<file path="src/rtl/fcd_pkg.sv">
// ----------------------------------------------------------------------------
// fcd_pkg: shared types and constants for the FLI chunk decoder
// Request structs for both channels, chunk codes and result kinds.
// ----------------------------------------------------------------------------
`timescale 1ns / 1ps

package fcd_pkg;

  // Default geometry
  localparam int unsigned FRAME_BYTES_DEF = 64000;
  localparam int unsigned RUN_LINES_DEF   = 200;
  localparam logic [15:0] LINE_WIDTH_RST  = 16'd320;

  // Operation codes of an input request
  localparam logic OP_START = 1'b0;
  localparam logic OP_BYTE  = 1'b1;

  // Chunk type codes
  localparam logic [15:0] CT_COLOR = 16'd11;
  localparam logic [15:0] CT_DELTA = 16'd12;
  localparam logic [15:0] CT_BLACK = 16'd13;
  localparam logic [15:0] CT_BRUN  = 16'd15;
  localparam logic [15:0] CT_COPY  = 16'd16;

  // Result kinds
  localparam logic [1:0] KIND_LIT  = 2'd0;
  localparam logic [1:0] KIND_FILL = 2'd1;
  localparam logic [1:0] KIND_PAL  = 2'd2;

  typedef enum logic [2:0] {
    CH_NONE  = 3'd0,
    CH_COLOR = 3'd1,
    CH_DELTA = 3'd2,
    CH_COPY  = 3'd3,
    CH_BRUN  = 3'd4
  } chunk_t;

  typedef enum logic [3:0] {
    PH_W0_LO = 4'd0,
    PH_W0_HI = 4'd1,
    PH_W1_LO = 4'd2,
    PH_W1_HI = 4'd3,
    PH_PKTS  = 4'd4,
    PH_SKIP  = 4'd5,
    PH_SIZE  = 4'd6,
    PH_LIT   = 4'd7,
    PH_FILL  = 4'd8,
    PH_PSKIP = 4'd9,
    PH_PNUM  = 4'd10,
    PH_COMP  = 4'd11
  } phase_t;

  typedef struct packed {
    logic        operation;
    logic [15:0] chunk_type;
    logic [7:0]  data_byte;
  } in_item_t;

  typedef struct packed {
    logic [1:0]  kind;
    logic [15:0] address;
    logic [15:0] run_count;
    logic [7:0]  value;
  } out_item_t;

  // Engine to output register
  typedef struct packed {
    logic      emit;
    out_item_t item;
  } res_req_t;

endpackage

</file>
<file path="src/rtl/fcd_in_reg.sv">
// ----------------------------------------------------------------------------
// fcd_in_reg: input request register
// Captures one request and holds it until the engine takes it.
// ----------------------------------------------------------------------------
`timescale 1ns / 1ps

module fcd_in_reg import fcd_pkg::*; (
  input  logic     clk,
  input  logic     rst_n,
  input  logic     in_valid,
  output logic     in_stall,
  input  in_item_t in_item,
  input  logic     take,
  output logic     valid_r,
  output in_item_t item_r
);

  logic valid_nxt;
  logic accept;

  // Stall only while a held request is not taken this cycle
  assign in_stall = valid_r && !take;
  assign accept   = in_valid && !in_stall;

  always_comb begin
    valid_nxt = valid_r;
    if (accept) begin
      valid_nxt = 1'b1;
    end else if (take) begin
      valid_nxt = 1'b0;
    end
  end

  always_ff @(posedge clk) begin
    if (!rst_n) begin
      valid_r <= 1'b0;
    end else begin
      valid_r <= valid_nxt;
    end
  end

  // Load payload on accept
  always_ff @(posedge clk) begin
    if (accept) begin
      item_r <= in_item;
    end
  end

endmodule

</file>
<file path="src/rtl/fcd_engine.sv">
// ----------------------------------------------------------------------------
// fcd_engine: chunk decoding state machine
// Updates the decoder state for one request per cycle while advance is high, and forms the result.
// ----------------------------------------------------------------------------
`timescale 1ns / 1ps

module fcd_engine import fcd_pkg::*; #(
  parameter int unsigned FRAME_BYTES = FRAME_BYTES_DEF,
  parameter int unsigned RUN_LINES   = RUN_LINES_DEF
) (
  input  logic        clk,
  input  logic        rst_n,
  input  logic        advance,
  input  in_item_t    item,
  input  logic [15:0] line_width,
  output res_req_t    res
);

  typedef struct packed {
    chunk_t      active;
    phase_t      phase;
    logic [7:0]  hold;
    logic [15:0] line_addr;
    logic [15:0] cursor;
    logic [15:0] lines_left;
    logic [15:0] pkts_left;
    logic [8:0]  run_left;
    logic [7:0]  pal_idx;
    logic [1:0]  comp_idx;
    logic [15:0] copy_left;
  } state_t;

  localparam logic [15:0] FRAME_CNT = 16'(FRAME_BYTES);
  localparam logic [15:0] RUN_CNT   = 16'(RUN_LINES);

  state_t st_r;
  state_t st_nxt;

  // Finish a line: step to the next line or close the chunk
  function automatic state_t end_line(state_t s, logic [15:0] lw);
    state_t o;
    o           = s;
    o.line_addr = s.line_addr + lw;
    o.lines_left = s.lines_left - 16'd1;
    if (o.lines_left == 16'd0) begin
      o.active = CH_NONE;
    end else begin
      o.cursor = o.line_addr;
      o.phase  = PH_PKTS;
    end
    return o;
  endfunction

  // Finish a packet: next packet of the line, or end the line
  function automatic state_t end_packet(state_t s, logic [15:0] lw);
    state_t o;
    o           = s;
    o.pkts_left = s.pkts_left - 16'd1;
    if (o.pkts_left == 16'd0) begin
      o = end_line(o, lw);
    end else begin
      o.phase = (s.active == CH_DELTA) ? PH_SKIP : PH_SIZE;
    end
    return o;
  endfunction

  logic [7:0]  b;
  logic [15:0] word;
  logic [31:0] prod;
  logic        neg;
  logic [8:0]  mag;
  logic        literal;
  logic [1:0]  comp_inc;

  assign b        = item.data_byte;
  assign word     = {b, st_r.hold};
  assign prod     = word * line_width;
  assign neg      = b[7];
  assign mag      = neg ? (9'd256 - {1'b0, b}) : {1'b0, b};
  assign literal  = (st_r.active == CH_DELTA) ? (!neg && b != 8'd0) : neg;
  assign comp_inc = st_r.comp_idx + 2'd1;

  // Next state and result
  always_comb begin
    st_nxt            = st_r;
    res.emit          = 1'b0;
    res.item.kind     = KIND_LIT;
    res.item.address  = st_r.cursor;
    res.item.run_count = 16'd1;
    res.item.value    = b;
    if (advance) begin
      if (item.operation == OP_START) begin
        st_nxt.active = CH_NONE;
        st_nxt.phase  = PH_W0_LO;
        unique case (item.chunk_type)
          CT_COLOR: begin
            st_nxt.active   = CH_COLOR;
            st_nxt.pal_idx  = 8'd0;
            st_nxt.comp_idx = 2'd0;
          end
          CT_DELTA: begin
            st_nxt.active = CH_DELTA;
          end
          CT_BLACK: begin
            res.emit           = 1'b1;
            res.item.kind      = KIND_FILL;
            res.item.address   = 16'd0;
            res.item.run_count = FRAME_CNT;
            res.item.value     = 8'd0;
          end
          CT_BRUN: begin
            st_nxt.active     = (RUN_CNT == 16'd0) ? CH_NONE : CH_BRUN;
            st_nxt.line_addr  = 16'd0;
            st_nxt.cursor     = 16'd0;
            st_nxt.lines_left = RUN_CNT;
            st_nxt.phase      = PH_PKTS;
          end
          CT_COPY: begin
            st_nxt.active    = (FRAME_CNT == 16'd0) ? CH_NONE : CH_COPY;
            st_nxt.cursor    = 16'd0;
            st_nxt.copy_left = FRAME_CNT;
          end
          default: begin
          end
        endcase
      end else if (st_r.active == CH_NONE) begin
        // drop bytes outside a chunk
      end else if (st_r.active == CH_COPY) begin
        res.emit         = 1'b1;
        st_nxt.cursor    = st_r.cursor + 16'd1;
        st_nxt.copy_left = st_r.copy_left - 16'd1;
        if (st_nxt.copy_left == 16'd0) begin
          st_nxt.active = CH_NONE;
        end
      end else begin
        unique case (st_r.phase)
          PH_W0_LO: begin
            st_nxt.hold  = b;
            st_nxt.phase = PH_W0_HI;
          end
          PH_W1_LO: begin
            st_nxt.hold  = b;
            st_nxt.phase = PH_W1_HI;
          end
          PH_W0_HI: begin
            if (st_r.active == CH_COLOR) begin
              st_nxt.pkts_left = word;
              if (word == 16'd0) begin
                st_nxt.active = CH_NONE;
              end else begin
                st_nxt.phase = PH_PSKIP;
              end
            end else begin
              st_nxt.line_addr = prod[15:0];
              st_nxt.phase     = PH_W1_LO;
            end
          end
          PH_W1_HI: begin
            st_nxt.lines_left = word;
            if (word == 16'd0) begin
              st_nxt.active = CH_NONE;
            end else begin
              st_nxt.cursor = st_r.line_addr;
              st_nxt.phase  = PH_PKTS;
            end
          end
          PH_PKTS: begin
            if (b == 8'd0) begin
              st_nxt = end_line(st_r, line_width);
            end else begin
              st_nxt.pkts_left = {8'd0, b};
              st_nxt.phase = (st_r.active == CH_DELTA) ? PH_SKIP : PH_SIZE;
            end
          end
          PH_SKIP: begin
            st_nxt.cursor = st_r.cursor + {8'd0, b};
            st_nxt.phase  = PH_SIZE;
          end
          PH_SIZE: begin
            st_nxt.run_left = mag;
            st_nxt.phase    = literal ? PH_LIT : PH_FILL;
          end
          PH_LIT: begin
            res.emit        = 1'b1;
            st_nxt.cursor   = st_r.cursor + 16'd1;
            st_nxt.run_left = st_r.run_left - 9'd1;
            if (st_nxt.run_left == 9'd0) begin
              st_nxt = end_packet(st_nxt, line_width);
            end
          end
          PH_FILL: begin
            if (st_r.run_left != 9'd0) begin
              res.emit           = 1'b1;
              res.item.kind      = KIND_FILL;
              res.item.run_count = {7'd0, st_r.run_left};
              st_nxt.cursor      = st_r.cursor + {7'd0, st_r.run_left};
            end
            st_nxt = end_packet(st_nxt, line_width);
          end
          PH_PSKIP: begin
            st_nxt.pal_idx = st_r.pal_idx + b;
            st_nxt.phase   = PH_PNUM;
          end
          PH_PNUM: begin
            st_nxt.run_left = (b == 8'd0) ? 9'd256 : {1'b0, b};
            st_nxt.comp_idx = 2'd0;
            st_nxt.phase    = PH_COMP;
          end
          PH_COMP: begin
            res.emit         = 1'b1;
            res.item.kind    = KIND_PAL;
            res.item.address = {8'd0, st_r.pal_idx} + {7'd0, st_r.pal_idx, 1'b0}
                               + {14'd0, st_r.comp_idx};
            st_nxt.comp_idx  = comp_inc;
            if (st_r.comp_idx == 2'd2) begin
              st_nxt.comp_idx = 2'd0;
              st_nxt.pal_idx  = st_r.pal_idx + 8'd1;
              st_nxt.run_left = st_r.run_left - 9'd1;
              if (st_nxt.run_left == 9'd0) begin
                st_nxt.pkts_left = st_r.pkts_left - 16'd1;
                if (st_nxt.pkts_left == 16'd0) begin
                  st_nxt.active = CH_NONE;
                end else begin
                  st_nxt.phase = PH_PSKIP;
                end
              end
            end
          end
          default: begin
            st_nxt.active = CH_NONE;
          end
        endcase
      end
    end
  end

  // Hold decoder state
  always_ff @(posedge clk) begin
    if (!rst_n) begin
      st_r <= '{active: CH_NONE, phase: PH_W0_LO, default: '0};
    end else begin
      st_r <= st_nxt;
    end
  end

endmodule

</file>
<file path="src/rtl/fcd_out_reg.sv">
// ----------------------------------------------------------------------------
// fcd_out_reg: result register
// Holds one result request until the receiver takes it.
// ----------------------------------------------------------------------------
`timescale 1ns / 1ps

module fcd_out_reg import fcd_pkg::*; (
  input  logic      clk,
  input  logic      rst_n,
  input  res_req_t  res,
  input  logic      out_stall,
  output logic      free,
  output logic      out_valid,
  output out_item_t out_item
);

  logic      valid_r;
  logic      valid_nxt;
  out_item_t item_r;

  // Slot can take a new result when empty or being drained
  assign free      = !valid_r || !out_stall;
  assign out_valid = valid_r;
  assign out_item  = item_r;

  always_comb begin
    valid_nxt = valid_r;
    if (free) begin
      valid_nxt = res.emit;
    end
  end

  always_ff @(posedge clk) begin
    if (!rst_n) begin
      valid_r <= 1'b0;
    end else begin
      valid_r <= valid_nxt;
    end
  end

  always_ff @(posedge clk) begin
    if (free && res.emit) begin
      item_r <= res.item;
    end
  end

endmodule

</file>
<file path="src/rtl/flic_chunk_decoder.sv">
// ----------------------------------------------------------------------------
// flic_chunk_decoder: FLI animation chunk payload decoder
// Turns chunk starts and payload bytes into frame buffer and palette writes.
// ----------------------------------------------------------------------------
// Usage:
//   in_*   : input requests (chunk start with type, or one payload byte).
//   out_*  : result requests: literal pixel, fill run, or palette component.
//   cfg_*  : writes line_width (bytes per frame buffer line); always ready,
//            write only while the decoder is idle.
// Throughput: one input request per cycle, sustained while out_stall is low.
//   Each request is decoded combinationally between the input register
//   and the result register; the line-delta start address uses one 16x16
//   multiplier in the decode logic.
// Results: a request is held in the input register, decoded, and its
//   result is registered in the result register when that is free. A
//   request yields zero or one result.
// Stall: while out_stall holds a pending result, the input register fills
//   and in_stall rises on the following request; nothing is lost.
// Reset: synchronous, active low; clears all decoder state, no chunk active,
//   line_width returns to 320. No clearing pass is needed.
// ----------------------------------------------------------------------------
`timescale 1ns / 1ps

module flic_chunk_decoder import fcd_pkg::*; #(
  parameter int unsigned FRAME_BYTES = FRAME_BYTES_DEF,
  parameter int unsigned RUN_LINES   = RUN_LINES_DEF
) (
  input  logic        clk,
  input  logic        rst_n,
  input  logic        in_valid,
  output logic        in_stall,
  input  in_item_t    in_item,
  output logic        out_valid,
  input  logic        out_stall,
  output out_item_t   out_item,
  input  logic        cfg_valid,
  output logic        cfg_ready,
  input  logic [15:0] cfg_data
);

  logic        in_valid_r;
  in_item_t    in_item_r;
  logic        out_free;
  logic        advance;
  res_req_t    res;
  logic [15:0] line_width_r;
  logic [15:0] line_width_nxt;

  // Configuration register
  assign cfg_ready = 1'b1;

  always_comb begin
    line_width_nxt = line_width_r;
    if (cfg_valid && cfg_ready) begin
      line_width_nxt = cfg_data;
    end
  end

  always_ff @(posedge clk) begin
    if (!rst_n) begin
      line_width_r <= LINE_WIDTH_RST;
    end else begin
      line_width_r <= line_width_nxt;
    end
  end

  // Advance a held request when the result slot is free
  assign advance = in_valid_r && out_free;

  fcd_in_reg u_in_reg (
    .clk      (clk),
    .rst_n    (rst_n),
    .in_valid (in_valid),
    .in_stall (in_stall),
    .in_item  (in_item),
    .take     (advance),
    .valid_r  (in_valid_r),
    .item_r   (in_item_r)
  );

  fcd_engine #(
    .FRAME_BYTES (FRAME_BYTES),
    .RUN_LINES   (RUN_LINES)
  ) u_engine (
    .clk        (clk),
    .rst_n      (rst_n),
    .advance    (advance),
    .item       (in_item_r),
    .line_width (line_width_r),
    .res        (res)
  );

  fcd_out_reg u_out_reg (
    .clk       (clk),
    .rst_n     (rst_n),
    .res       (res),
    .out_stall (out_stall),
    .free      (out_free),
    .out_valid (out_valid),
    .out_item  (out_item)
  );

  // Stall is raised only with a request held in the input register
  a_stall_held: assert property (@(posedge clk) disable iff (!rst_n)
    in_stall |-> in_valid_r)
    else $error("in_stall without a held request");

  // A held request that cannot advance must stay for the next cycle
  a_hold_blocked: assert property (@(posedge clk) disable iff (!rst_n)
    in_valid_r && !out_free |=> in_valid_r && $stable(in_item_r))
    else $error("held request lost while output blocked");

  // Non-fill results carry a count of one; fills never carry zero
  a_count: assert property (@(posedge clk) disable iff (!rst_n)
    out_valid |-> ((out_item.kind == KIND_FILL) ? (out_item.run_count != 16'd0)
                                                 : (out_item.run_count == 16'd1)))
    else $error("bad run_count for result kind");

  // No result right after reset
  a_reset_idle: assert property (@(posedge clk)
    !rst_n |=> !out_valid && !in_valid_r)
    else $error("pipeline not empty after reset");

endmodule
</file>
<file path="config.mk">
export PLATFORM = sky130hd
export DESIGN_NAME = flic_chunk_decoder
export DESIGN_NICKNAME = d
export VERILOG_FILES = /design/src/rtl/fcd_pkg.sv /design/src/rtl/fcd_in_reg.sv /design/src/rtl/fcd_engine.sv /design/src/rtl/fcd_out_reg.sv /design/src/rtl/flic_chunk_decoder.sv
export SDC_FILE = /design/constraint.sdc
export NUM_CORES = 1
export LEC_CHECK = 0
export BUFFER_PORTS_ARGS = -buffer_cell sky130_fd_sc_hd__buf_2
export CAP_MARGIN = 0
export CELL_PAD_IN_SITES_DETAIL_PLACEMENT = 1
export CELL_PAD_IN_SITES_GLOBAL_PLACEMENT = 1
export CORE_MARGIN = 8
export CORE_UTILIZATION = 42
export DETAILED_ROUTE_END_ITERATION = 8
export GPL_TIMING_DRIVEN = 0
export PLACE_DENSITY = 0.79
export RECOVER_POWER = 50
export SKIP_CTS_REPAIR_TIMING = 1
export SKIP_LAST_GASP = 1
export SLEW_MARGIN = 10
export SYNTH_ARGS = -nofsm -noshare
export SYNTH_HDL_FRONTEND = slang
export SYNTH_SLANG_ARGS = --single-unit
</file>
<file path="constraint.sdc">
create_clock -name clk -period 6.3 [get_ports clk]
set_input_delay 0.315 -clock clk [delete_from_list [all_inputs] [get_ports clk]]
set_output_delay 0.315 -clock clk [all_outputs]
set_load 0.05 [all_outputs]
</file>
# [After elaboration in Yosys (flattened, before gate mapping)]
# Index checks and enable logic that the tools add are counted.
[word_totals] ff_bits=199 in_bits=46 out_inout_bits=45 elab_cells=217
[op_classes] eq_ne=56 muxes=77 reduce_logical=43 multipliers=1 n_bitwise=5 addsub=14
[ops] op="2-to-1 mux 16 bit" n=16
[ops] op="2-to-1 mux 114 bit" n=2
[ops] op="2-to-1 mux 99 bit" n=2
[ops] op="case mux 16 bit (5 select lines)" n=2
[ops] op="case mux 16 bit (4 select lines)" n=2
[ops] op="2-to-1 mux 35 bit" n=3
[ops] op="2-to-1 mux 48 bit" n=2
[ops] op="2-to-1 mux 43 bit" n=2
[ops] op="== test 16 x 4 -> 1 bit, second input constant" n=4
[ops] op="logical NOT 16 bit" n=4
[ops] op="case mux 8 bit (4 select lines)" n=2
[ops] op="2-to-1 mux 51 bit" n=1
[ops] op="case mux 4 bit (12 select lines)" n=1
[ops] op="subtractor 16 x 1 -> 16 bit, second input constant" n=3
[ops] op="case mux 9 bit (5 select lines)" n=1
[ops] op="AND reduction 10 bit" n=4
[ops] op="2-to-1 mux 9 bit" n=4
[ops] op="2-to-1 mux 34 bit" n=1
[ops] op="2-to-1 mux 4 bit" n=8
[ops] op="case mux 16 bit (2 select lines)" n=1
[ops] op="2-to-1 mux 3 bit" n=10
[ops] op="2-to-1 mux 28 bit" n=1
[ops] op="2-to-1 mux 26 bit" n=1
[ops] op="inequality test 4 x 2 -> 1 bit, second input constant" n=6
[ops] op="59 further kinds" n=113

# [Longest topological paths before layout]
# Gate-level depths: netlist of run 1.
[logic_depth] ltp_word=9 ltp_mapped=22 mapped_depth_nobuf=21

# [Cells and area by module]
# From an unflattened synthesis of run 1, not the netlist that was laid out.
[unflattened] hier_cells=2158 hier_area_um2=17833.4
[by_module_without_submodules] mod="fcd_engine" seq_area_each_um2=2282.2 area_each_um2=15104.5 cells_per_inst=2028 instances=1
[by_module_without_submodules] mod="fcd_out_reg" seq_area_each_um2=1281.2 area_each_um2=1302.5 cells_per_inst=47 instances=1
[by_module_without_submodules] mod="fcd_in_reg" seq_area_each_um2=770.7 area_each_um2=798.3 cells_per_inst=29 instances=1
[by_module_without_submodules] mod="flic_chunk_decoder" seq_area_each_um2=320.3 area_each_um2=628.1 cells_per_inst=54 instances=1

# [Worst setup path before layout of run 1]
# Ideal clock, no wire load.
[synth_timing] path_type="reg-to-reg" start="reg u_in_reg.item_r[1] (netlist name)" end="reg u_engine.st_r[98] (netlist name)" stages_incl_launch_ff=20 setup_slack_ps=907 t_arrival_ps=5334 required_time_ps=6241 n_path_buf=1 synth_period_minus_slack_ps=5393 setup_ps=59 cell_sequence="edfxtp_1 -> clkbuf_1 -> nand2_1 -> fa_1 -> fa_1 -> fa_1 -> fa_1 -> inv_1 -> fa_1 -> inv_1 -> fa_1 -> inv_1 -> ha_1 -> nand3_1 -> nand2_1 -> a41o_1 -> o21ba_2 -> xnor2_1 -> o41ai_1 -> a22o_1"
[synth_between] elab_chain_cells=6 word_cells_on_any_way=9 classes_between="1 x mul; 1 x eq/ne; 5 x mux; 2 x reduce/logical"
[synth_lines] item="start: declaration" line="fcd_in_reg.sv:15" rtl="output in_item_t item_r"
[synth_lines] item="start signal: assignment" line="fcd_in_reg.sv:45" rtl="item_r <= in_item;"
[synth_lines] item="multiplier 16 x 16 -> 16 bit" line="fcd_engine.sv:77" rtl="assign prod = word * line_width;"
[synth_lines] item="2-to-1 mux 16 bit" line="fcd_engine.sv:146" rtl="if (st_r.active == CH_COLOR) begin"
[synth_lines] item="case mux 16 bit (4 select lines)" line="fcd_engine.sv:136" rtl="unique case (st_r.phase)"
[synth_lines] item="2-to-1 mux 28 bit" line="fcd_engine.sv:128" rtl="end else if (st_r.active == CH_COPY) begin"
[synth_lines] item="2-to-1 mux 114 bit" line="fcd_engine.sv:126" rtl="end else if (st_r.active == CH_NONE) begin"
[synth_lines] item="2-to-1 mux 48 bit" line="fcd_engine.sv:92" rtl="if (item.operation == OP_START) begin"
[synth_lines] item="end signal: assignment" line="fcd_engine.sv:242" rtl="st_r <= st_nxt;"
[synth_lines] item="end: declaration" line="fcd_engine.sv:36" rtl="state_t st_r;"
# Parallel ways exist; a longest one is shown, timed or not. The select of a mux whose other input is x is not followed.
# A chain may end at the register's enable or synchronous reset.

# [Worst setup path in the final report of run 1]
# Ends and elaborated chain as after synthesis.

==> results of run 1 <==
-- state kept, by name, indices dropped and copies added, names as in the netlist --
name	flops
u_out_reg.out_item	36
line_width_r	16
u_in_reg.item_r	25
u_engine.st_r	114
u_in_reg.valid_r	1
u_out_reg.out_valid	1
-- kinds of logic (layout without fill, tap and decap cells) --
| logic type | Yosys count | in the layout | share of synthesized area, % |
|---|---|---|---|
| adder cells (fa/ha/maj) | 195 | 195 | 17.4 |
| other | 2 | 2 | 0.0423 |
| XOR/XNOR | 127 | 127 | 6.26 |
| AO/OA/AOI/OAI | 551 | 551 | 21.0 |
| buffers and inverters | 284 | 443 | 6.39 |
| multiplexers | 33 | 33 | 1.88 |
| AND/OR/NAND/NOR | 787 | 787 | 21.9 |
| flip-flops | 193 | 193 | 25.2 |
-- cell usage in the layout (no fill, tap or decap), drive strengths merged, types with 9 or more instances in the layout --
cell type / instances
mux2i: 30
xnor2: 75
buf: 88
inv: 161
nand3: 44
and2: 92
and3: 16
or2: 14
dfxtp: 132
nand2b: 20
nand3b: 9
o21a: 11
a21oi: 106
nand4: 11
a21o: 22
a31oi: 17
o21bai: 10
o22ai: 15
nor3b: 11
nor2b: 12
or3: 18
a22o: 12
o221ai: 9
dlygate4sd3: 25
edfxtp: 61
a211oi: 29
nor3: 68
nor2: 224
or4: 15
clkbuf: 164
fa: 86
ha: 109
xor2: 52
o41ai: 10
a22oi: 55
nor4: 25
o211ai: 13
o21ai: 140
nand2: 197
o31ai: 12
-- cell type report --
class                      count  area [um2]
fill                        5171       22000
multi-input combinational   1695       12200
sequential                   193        4480
timing repair buffer         130         798
tap                          539         674
inverter                     155         582
buffer                       126         561
clock buffer                  21         482
clock inverter                11         113
-- critical path, cell delays in order (launching register included) --
cell	delay, ns
edfxtp_1	0.37
buf_4	0.20
clkbuf_2	0.34
and2_1	0.27
fa_1	0.53
inv_1	0.05
fa_1	0.49
inv_1	0.06
fa_1	0.49
fa_1	0.51
fa_1	0.50
inv_1	0.05
fa_1	0.54
inv_1	0.06
ha_1	0.30
or2_2	0.30
a21oi_1	0.17
o21ba_2	0.20
xnor2_1	0.14
o41ai_1	0.28
a22o_1	0.17
-- routing by layer --
metal / part of all wire, % / up-vias / track usage, %
met5: 0 / - / 0
met2: 46 / 740 / 45.6
met1: 42 / 8964 / 36.4
met3: 7.6 / 189 / 5.45
li1: - / 7984 / -
met4: 4.6 / 0 / 13.3
-- power groups by stage --
stage	clock network [W]	registers, W	logic (W)
6_report	0.00117	0.00134	0.000536
5_1_grt	0.00122	0.00134	0.000578
4_1_cts	0.00118	0.00134	0.000496
3_5_place_dp	0	0.00137	0.000493
3_3_place_gp	0	0.00137	0.000473
2_1_floorplan	0	0.00136	0.000311
-- path summary, 6_finish.rpt --
check	to	slack (ns)	cells past startpoint
setup / recovery	u_engine.st_r[98]	0.20	20
hold reg to reg	u_engine.st_r[50]	0.50	2
setup reg to reg	u_engine.st_r[98]	0.20	20
hold / removal	line_width_r[10]	0.08	3
-- per-stage QoR --
stage | util (%) | total power (W) | TNS [ns]
3_5_place_dp | 45.3 | 0.00186 | -1.73
2_1_floorplan | - | 0.00167 | 0
5_1_grt | 47.5 | 0.00314 | -0.0157
3_3_place_gp | 45.1 | 0.00184 | -1.14
6_report | 47.5 | 0.00304 | 0
4_1_cts | 46.7 | 0.00301 | -1.70
==> qor.csv, run 1 <==
stage;metric;value;unit
timing;Max Clock Skew;0.0208;ns
clocking;CTS Root Cell;clkbuf_16;
timing;final setup vio count;0;
power_and_ir_drop;Switch Pwr;0.000977;W
critical_path;worst setup path start;u_in_reg.item_r[1];
clocking;clk sink count;193;
floorplan;die width;222;um
global_route;GRT Util Overall;28.4;%
logic_synthesis;Unique masters post-synth;94;
logic_synthesis;most common cell in the netlist;nor2_1;
logic_synthesis;#FFs+latches synth;193;
critical_path;FF-to-FF Start;u_in_reg.item_r[1];
logic_synthesis;Post-synth EDFFs;61;
logic_synthesis;share of the synthesized area in the top cell type;14.9;%
power_and_ir_drop;peak supply drop;191;uV
routing;vias after detailed routing;17900;
floorplan;Site Rows;75;
global_route;initial antenna violation count;0;
clocking;Num CTS Buffers;17;
clocking;worst skew pair latency;0.51;ns
logic_synthesis;cells after synthesis;2172;
timing;period utilisation layout;96.9;%
power_and_ir_drop;Pint;0.00206;W
power_and_ir_drop;Sequential Power Share;44.0;%
timing;worst setup margin;0.198;ns
logic_synthesis;asr flop ratio synth;0;%
logic_synthesis;Yosys warnings;0;
timing;Worst-Margin Slew;1.63;ns
routing;Residual DRC;0;
critical_path;data required time of the worst path;6.75;ns
final_layout;post-route cell area;19900;um2
logic_synthesis;Synth top cells by count;nor2_1 (223), nand2_1 (197), inv_1 (154);
timing;Slew Limit Fails;9;
critical_path;largest fanout on the critical path;10;
logic_synthesis;leading area contributor after synthesis;dfxtp_1;
logic_synthesis;ranking of synthesized cells by area;dfxtp_1 (15%), edfxtp_1 (10%), fa_1 (9.7%);
clocking;H-Tree Level Count;4;
global_route;largest net degree at the start of global routing;27;
placement;placed cells;2800;
final_layout;Cell Count, Final, Fillers Out;2870;
critical_path;Worst EP arrival;6.55;ns
power_and_ir_drop;part of the power in the clock network;38.4;%
placement;pre-CTS setup slack;-0.578;ns
logic_synthesis;net count after synthesis;2413;
logic_synthesis;sequential area share after synthesis;25.2;%
global_route;global-route wire length before repair;109000;um
power_and_ir_drop;P_leak;8.16;nW
floorplan;Die H;222;um
timing;Slew headroom;-9.47;%
floorplan;Die Area;49100;um2
routing;first drt pass iteration count;8;
logic_synthesis;syn_area_per_cell;8.18;um2
power_and_ir_drop;Sw Ratio;32.2;%
run_status;violated checks;max-capacitance violations, max-slew violations;
final_layout;Layout Nets;2559;
logic_synthesis;Mapped Area;17800;um2
critical_path;kind of end point of the critical path;register;
placement;RD Place Congestion;0.960;
clocking;Max clock buf depth;2;
min_path;Hold Path Class;in2reg;
power_and_ir_drop;PD cells;153;nW/um2
routing;DR iter-0 viols;1468;
final_layout;share of cells above drive strength 1;7.51;%
routing;wirelength, routed;71900;um
floorplan;Core Box Area;41900;um2
power_and_ir_drop;combinational power share;17.6;%
timing;FMAX;0.164;GHz
min_path;HP Start;cfg_data[10];
run_status;status;complete, but fails checks;
final_layout;synth-to-layout area growth;11.9;%
clocking;clk slew on worst S/H paths;0.09;ns
clocking;CTS tree;built;
final_layout;ant diodes;0;
logic_synthesis;top_reg_cell synth;dfxtp_1;
routing;Final ANT Viol Nets;0;
timing;Worst Hold Slack;0.0752;ns
timing;Fin. Hold Viols;0;
routing;via/cell ratio;6.23;
timing;Tmin final;6.10;ns
routing;routed len/inst;25.0;um
floorplan;Starting Density;42.4;%
global_route;total gr overflow;0;
floorplan;# IOs;91;
critical_path;CP Class;reg2reg;
placement;Cell Area, Placed;19000;um2
placement;dpl hpwl;55000;um
global_route;vias in the first global route;18400;
critical_path;crit path launch type;register;
placement;port bufs;86;
job;max-cap violations;1;
No activity file was read; power rests on OpenSTA's default activity.
==> run 2, diff against run 1 <==
==> constraint.sdc (replaced) <==
create_clock -name clk -period 7.8 [get_ports clk]
set_input_delay 0.39 -clock clk [delete_from_list [all_inputs] [get_ports clk]]
set_output_delay 0.39 -clock clk [all_outputs]
set_load 0.05 [all_outputs]
==> run 2 against run 1 <==
  * The run still ends with max-capacitance violations, max-slew violations left
  * Core utilization down 0.97 points
  * Final cell count down 1.3%
  * Clock-buffer cell count unchanged
==> qor.csv, run 2 (same netlist as run 1, synthesis figures left out) <==
stage;metric;value;unit
floorplan;Core Box Area;41900;um2
timing;FMAX;0.146;GHz
global_route;vias in the first global route;18400;
floorplan;Starting Density;42.4;%
final_layout;area taken by multi-input logic gates;12200;um2
power_and_ir_drop;peak supply drop;154;uV
final_layout;Layout Nets;2521;
floorplan;Site Rows;75;
final_layout;fillcell total;5181;
critical_path;R2R depth;19;
routing;routed len/inst;25.0;um
timing;period utilisation layout;87.6;%
global_route;largest net degree at the start of global routing;27;
power_and_ir_drop;part of the power in the clock network;38.7;%
timing;Fin. Hold Viols;0;
power_and_ir_drop;PD cells;125;nW/um2
power_and_ir_drop;Sequential Power Share;44.6;%
power_and_ir_drop;P_leak;7.93;nW
timing;Worst Hold Slack;0.0549;ns
min_path;WHS Path Cells;1;
run_status;status;complete, but fails checks;
final_layout;most frequent cells in the layout;nor2_1 (223), nand2_1 (197), inv_1 (154);
global_route;GRT Util Overall;28.4;%
final_layout;commonest non-fill, non-tap cell in the layout;nor2_1;
final_layout;max FFs per register;114;
global_route;global-route wire length before repair;109000;um
routing;Final ANT Viol Nets;0;
clocking;Max clock buf depth;2;
floorplan;Die Area;49100;um2
final_layout;ant diodes;0;
global_route;total gr overflow;0;
timing;Worst-Margin Slew;1.54;ns
timing;Setup TNS Final;0;ns
placement;dpl hpwl;55000;um
routing;via/cell ratio;6.20;
power_and_ir_drop;combinational power share;16.7;%
floorplan;Die H;222;um
job;max-cap violations;2;
power_and_ir_drop;Switch Pwr;0.000781;W
routing;Residual DRC;0;
final_layout;share of cells above drive strength 1;6.24;%
clocking;worst skew pair latency;0.51;ns
clocking;clk slew on worst S/H paths;0.08;ns
final_layout;post-route cell area;19500;um2
routing;DR iter-0 viols;1638;
critical_path;largest fanout on the critical path;10;
routing;wirelength, routed;70900;um
run_status;violated checks;max-capacitance violations, max-slew violations;
final_layout;Largest Register;u_engine.st_r;
routing;vias after detailed routing;17600;
critical_path;data required time of the worst path;8.23;ns
final_layout;Util after Layout;46.5;%
clocking;clk sink count;193;
timing;RSZ-0062 raised after global routing;no;
timing;Tmin final;6.84;ns
clocking;CTS tree;built;
final_layout;Cell Count, Final, Fillers Out;2832;
clocking;H-Tree Level Count;4;
placement;Cell Area, Placed;19000;um2
critical_path;crit path launch type;register;
final_layout;synth-to-layout area growth;9.62;%
timing;Slew Limit Fails;16;
floorplan;# IOs;91;
critical_path;kind of end point of the critical path;register;
floorplan;die width;222;um
power_and_ir_drop;Pint;0.00165;W
timing;Max Clock Skew;0.0186;ns
clocking;CTS Root Cell;clkbuf_16;
routing;first drt pass iteration count;6;
critical_path;CP Class;reg2reg;
global_route;initial antenna violation count;0;
final_layout;FF+latch area;4470;um2
clocking;Num CTS Buffers;17;
placement;port bufs;86;
min_path;Hold Path Class;in2reg;
timing;Slew headroom;-3.23;%
critical_path;Worst EP arrival;7.27;ns
timing;final setup vio count;0;
power_and_ir_drop;Sw Ratio;32.2;%
placement;RD Place Congestion;0.960;
placement;placed cells;2800;
-- run 2: cell count changes in the layout (fill, tap and decap cells not counted), sizes merged --
cell / delta
buf: -20
clkbuf: +7
dlygate4sd3: -25
-- run 2: metal layers --
metal  vias to the layer above  part of all wire [%]  track usage [%]
li1                       7898                     -                -
met1                      8828                    43             36.4
met2                       661                    45             45.6
met3                       175                   7.0             5.45
met4                         0                   4.6             13.3
met5                         -                     0                0
-- run 2: power by group through the flow --
| stage | clock network [W] | registers, W | logic (W) |
|---|---|---|---|
| floorplan | 0 | 0.00110 | 0.000251 |
| global placement | 0 | 0.00111 | 0.000382 |
| detailed placement | 0 | 0.00111 | 0.000398 |
| CTS | 0.000951 | 0.00108 | 0.000400 |
| global route | 0.000986 | 0.00109 | 0.000439 |
| finish | 0.000940 | 0.00108 | 0.000405 |
-- run 2: critical path, stage by stage (launching register included) --
cell      delay (ns)
edfxtp_1        0.78
clkbuf_1        0.91
nand2_1         0.20
fa_1            0.56
fa_1            0.59
fa_1            0.45
fa_1            0.58
inv_1           0.06
fa_1            0.48
inv_1           0.05
fa_1            0.47
inv_1           0.05
ha_1            0.37
nand3_1         0.10
a211oi_1        0.28
or3_1           0.17
o311a_1         0.16
xor2_1          0.24
a22oi_1         0.10
o21ai_0         0.18
-- run 2: through the flow --
| step | worst slack (ns) | power, W |
|---|---|---|
| final | 0.964 | 0.00243 |
| after global routing | 0.754 | 0.00251 |
| after CTS | 0.948 | 0.00243 |
| after detailed placement | 0.922 | 0.00150 |
| after global placement | 1.08 | 0.00149 |
| after floorplan | 2.41 | 0.00135 |
-- run 2: cell type report --
| type | count | area share (%) |
|---|---|---|
| clock inverters | 11 | 0.578 |
| flip-flops and latches | 193 | 23.0 |
| well taps | 539 | 3.46 |
| plain buffers | 129 | 2.84 |
| multi-input cells | 1695 | 62.5 |
| repair buffers | 89 | 2.13 |
| inverters | 155 | 2.99 |
| clock buffers | 21 | 2.47 |
-- run 2: worst paths after layout --
kind / from / endpoint / slack, ns
worst max-delay path: u_in_reg.item_r[2] / u_engine.st_r[97] / 0.96
worst min-delay path: in_item[5] / u_in_reg.item_r[5] / 0.05
worst max register to register: u_in_reg.item_r[2] / u_engine.st_r[97] / 0.96
worst min register to register: u_engine.st_r[50] / u_engine.st_r[50] / 0.50
==> run 3, diff against run 2 <==
--- a/config.mk
+++ b/config.mk
@@ -15,6 +15,7 @@
 export GPL_TIMING_DRIVEN = 0
 export PLACE_DENSITY = 0.79
 export RECOVER_POWER = 50
+export REMOVE_ABC_BUFFERS = 1
 export SKIP_CTS_REPAIR_TIMING = 1
 export SKIP_LAST_GASP = 1
 export SLEW_MARGIN = 10
==> run 3 against run 2 <==
  * The run still ends with max-capacitance violations, max-slew violations left
  * First-iteration DRC count down 20%
  * Maximum frequency rose by 5.0%
  * Clock skew rose by 0.00066 ns
  * Core utilization decreased by 1.1 points
  * Non-clock buffer count shrank 120
  * Die area did not move
  * Clock-buffer cell count is 3 lower
  * Clock power is 2% lower
  * Critical endpoint is now u_engine.st_r[95]
==> qor.csv, run 3 (same netlist as run 1, synthesis figures left out) <==
stage;metric;value;unit
final_layout;Layout Nets;2401;
routing;Residual DRC;0;
clocking;worst skew pair latency;0.51;ns
clocking;CTS Root Cell;clkbuf_16;
final_layout;Largest Register;u_engine.st_r;
final_layout;most frequent cells in the layout;nor2_1 (221), nand2_1 (197), inv_1 (153);
floorplan;Die Area;49100;um2
final_layout;post-route cell area;19000;um2
critical_path;largest fanout on the critical path;18;
min_path;Hold EP;u_in_reg.item_r[17];
global_route;global-route wire length before repair;98300;um
routing;first drt pass iteration count;7;
global_route;largest net degree at the start of global routing;73;
final_layout;synth-to-layout area growth;7.13;%
critical_path;Worst EP arrival;6.73;ns
critical_path;Worst Path Buf+Inv;3;
global_route;initial antenna violation count;1;
global_route;total gr overflow;0;
timing;RSZ-0062 raised after global routing;no;
routing;vias after detailed routing;16800;
routing;routed len/inst;23.0;um
critical_path;FF-to-FF Start;u_in_reg.item_r[2];
floorplan;Die H;222;um
timing;Fin. Hold Viols;0;
run_status;violated checks;max-capacitance violations, max-slew violations;
critical_path;r2r setup slk;1.29;ns
timing;Tmin final;6.51;ns
placement;pre-CTS setup slack;1.31;ns
floorplan;die width;222;um
clocking;CTS tree;built;
routing;Final ANT Viol Nets;0;
critical_path;sequence of cells on the critical path;nand2_1 -> fa_1 -> fa_1 -> fa_1 -> fa_1 -> inv_1 -> fa_1 -> inv_1 -> fa_1 -> inv_1 -> ha_1 -> nand3_1 -> a211oi_1 -> nor3_1 -> xnor2_1 -> a22o_1 -> a22oi_1 -> nor2_1;
timing;Worst-Margin Slew;3.98;ns
global_route;GRT Util Overall;25.0;%
routing;wirelength, routed;62400;um
clocking;H-Tree Level Count;4;
critical_path;CP most frequent cell;fa_1;
routing;via/cell ratio;6.20;
timing;FMAX;0.154;GHz
min_path;Hold Path Class;in2reg;
critical_path;R2R depth;18;
final_layout;max FFs per register;114;
clocking;clk slew on worst S/H paths;0.07;ns
timing;Slew Limit Fails;114;
critical_path;RR Endpoint;u_engine.st_r[95];
critical_path;CP delay by family, top;adder cells;
power_and_ir_drop;PD cells;125;nW/um2
critical_path;CP Class;reg2reg;
timing;final setup vio count;0;
final_layout;commonest non-fill, non-tap cell in the layout;nor2_1;
clocking;clk sink count;193;
job;max-cap violations;3;
timing;Setup TNS Final;0;ns
clocking;Num CTS Buffers;17;
timing;Slew headroom;-165;%
floorplan;# IOs;91;
critical_path;CP max stage delay;1.25;ns
min_path;HP Start;in_item[17];
min_path;WHS Path Cells;1;
final_layout;fillcell total;5093;
placement;port bufs;88;
final_layout;share of cells above drive strength 1;6.35;%
timing;worst setup margin;1.29;ns
timing;period utilisation layout;83.4;%
floorplan;Core Box Area;41900;um2
global_route;vias in the first global route;17700;
power_and_ir_drop;power consumption;0.00238;W
critical_path;Crit-path slowest cell;edfxtp_1;
run_status;status;complete, but fails checks;
routing;DR iter-0 viols;1309;
floorplan;Site Rows;75;
placement;dpl hpwl;45900;um
timing;Max Clock Skew;0.0192;ns
placement;Cell Area, Placed;18500;um2
floorplan;Starting Density;42.4;%
clocking;Max clock buf depth;2;
critical_path;data required time of the worst path;8.02;ns
critical_path;kind of end point of the critical path;register;
critical_path;crit path launch type;register;
placement;RD Place Congestion;0.922;
power_and_ir_drop;peak supply drop;208;uV
power_and_ir_drop;P_leak;7.72;nW
## run 3: cell types whose count changed in the layout (fill, tap and decap cells not counted), sizes merged
| cell | delta |
|---|---|
| diode | +1 |
| buf | -16 |
| clkbuf | -107 |
| inv | -4 |
| clkinvlp | +2 |
| clkinv | +5 |
## run 3: power breakdown
| part | total [W] | switching (W) | internal, W |
|---|---|---|---|
| sequential | 0.00112 | 0.0000622 | 0.00105 |
| combinational | 0.000342 | 0.000213 | 0.000129 |
| clock | 0.000920 | 0.000479 | 0.000442 |
## run 3: worst max path at each step
stage                                   from                 to  cells after the start
after floorplan           u_in_reg.item_r[1]  u_engine.st_r[97]                     18
after global placement    u_in_reg.item_r[2]  u_engine.st_r[97]                     18
after detailed placement  u_in_reg.item_r[2]  u_engine.st_r[97]                     18
after CTS                 u_in_reg.item_r[2]  u_engine.st_r[97]                     18
after global routing      u_in_reg.item_r[2]  u_engine.st_r[97]                     18
final                     u_in_reg.item_r[2]  u_engine.st_r[95]                     18
## run 3: cell type report
type	count	area [um2]	share of cell area, %
Multi-Input combinational cell	1695	12200	64.2
Sequential cell	193	4470	23.5
Tap cell	539	674	3.54
Inverter	155	583	3.06
Timing Repair Buffer	98	492	2.58
Clock buffer	18	450	2.37
Clock inverter	14	144	0.756
Antenna cell	1	2.50	0.0131
## run 3: worst register-to-register path, cell delays in order (launching register included)
cell      delay, ns
edfxtp_1       1.25
nand2_1        0.22
fa_1           0.57
fa_1           0.58
fa_1           0.46
fa_1           0.59
inv_1          0.06
fa_1           0.47
inv_1          0.05
fa_1           0.48
inv_1          0.04
ha_1           0.38
nand3_1        0.10
a211oi_1       0.28
nor3_1         0.11
xnor2_1        0.15
a22o_1         0.19
a22oi_1        0.18
nor2_1         0.06
## run 3: stage by stage
stage	util, %	hold slack [ns]	cells
after floorplan	-	0.440	2043
after global placement	43.8	0.460	2670
after detailed placement	44.3	0.481	2680
after CTS	45.7	0.0312	2712
after global routing	45.5	0.0361	2712
final	45.5	0.0635	2713
## run 3: per-layer routing
metal / up-vias / GRT usage (%) / part of all wire (%)
li1: 7666 / - / -
met1: 8416 / 31.6 / 44
met2: 579 / 41.6 / 47
met3: 147 / 4.43 / 5.6
met4: 0 / 10.3 / 3.4
met5: - / 0 / 0
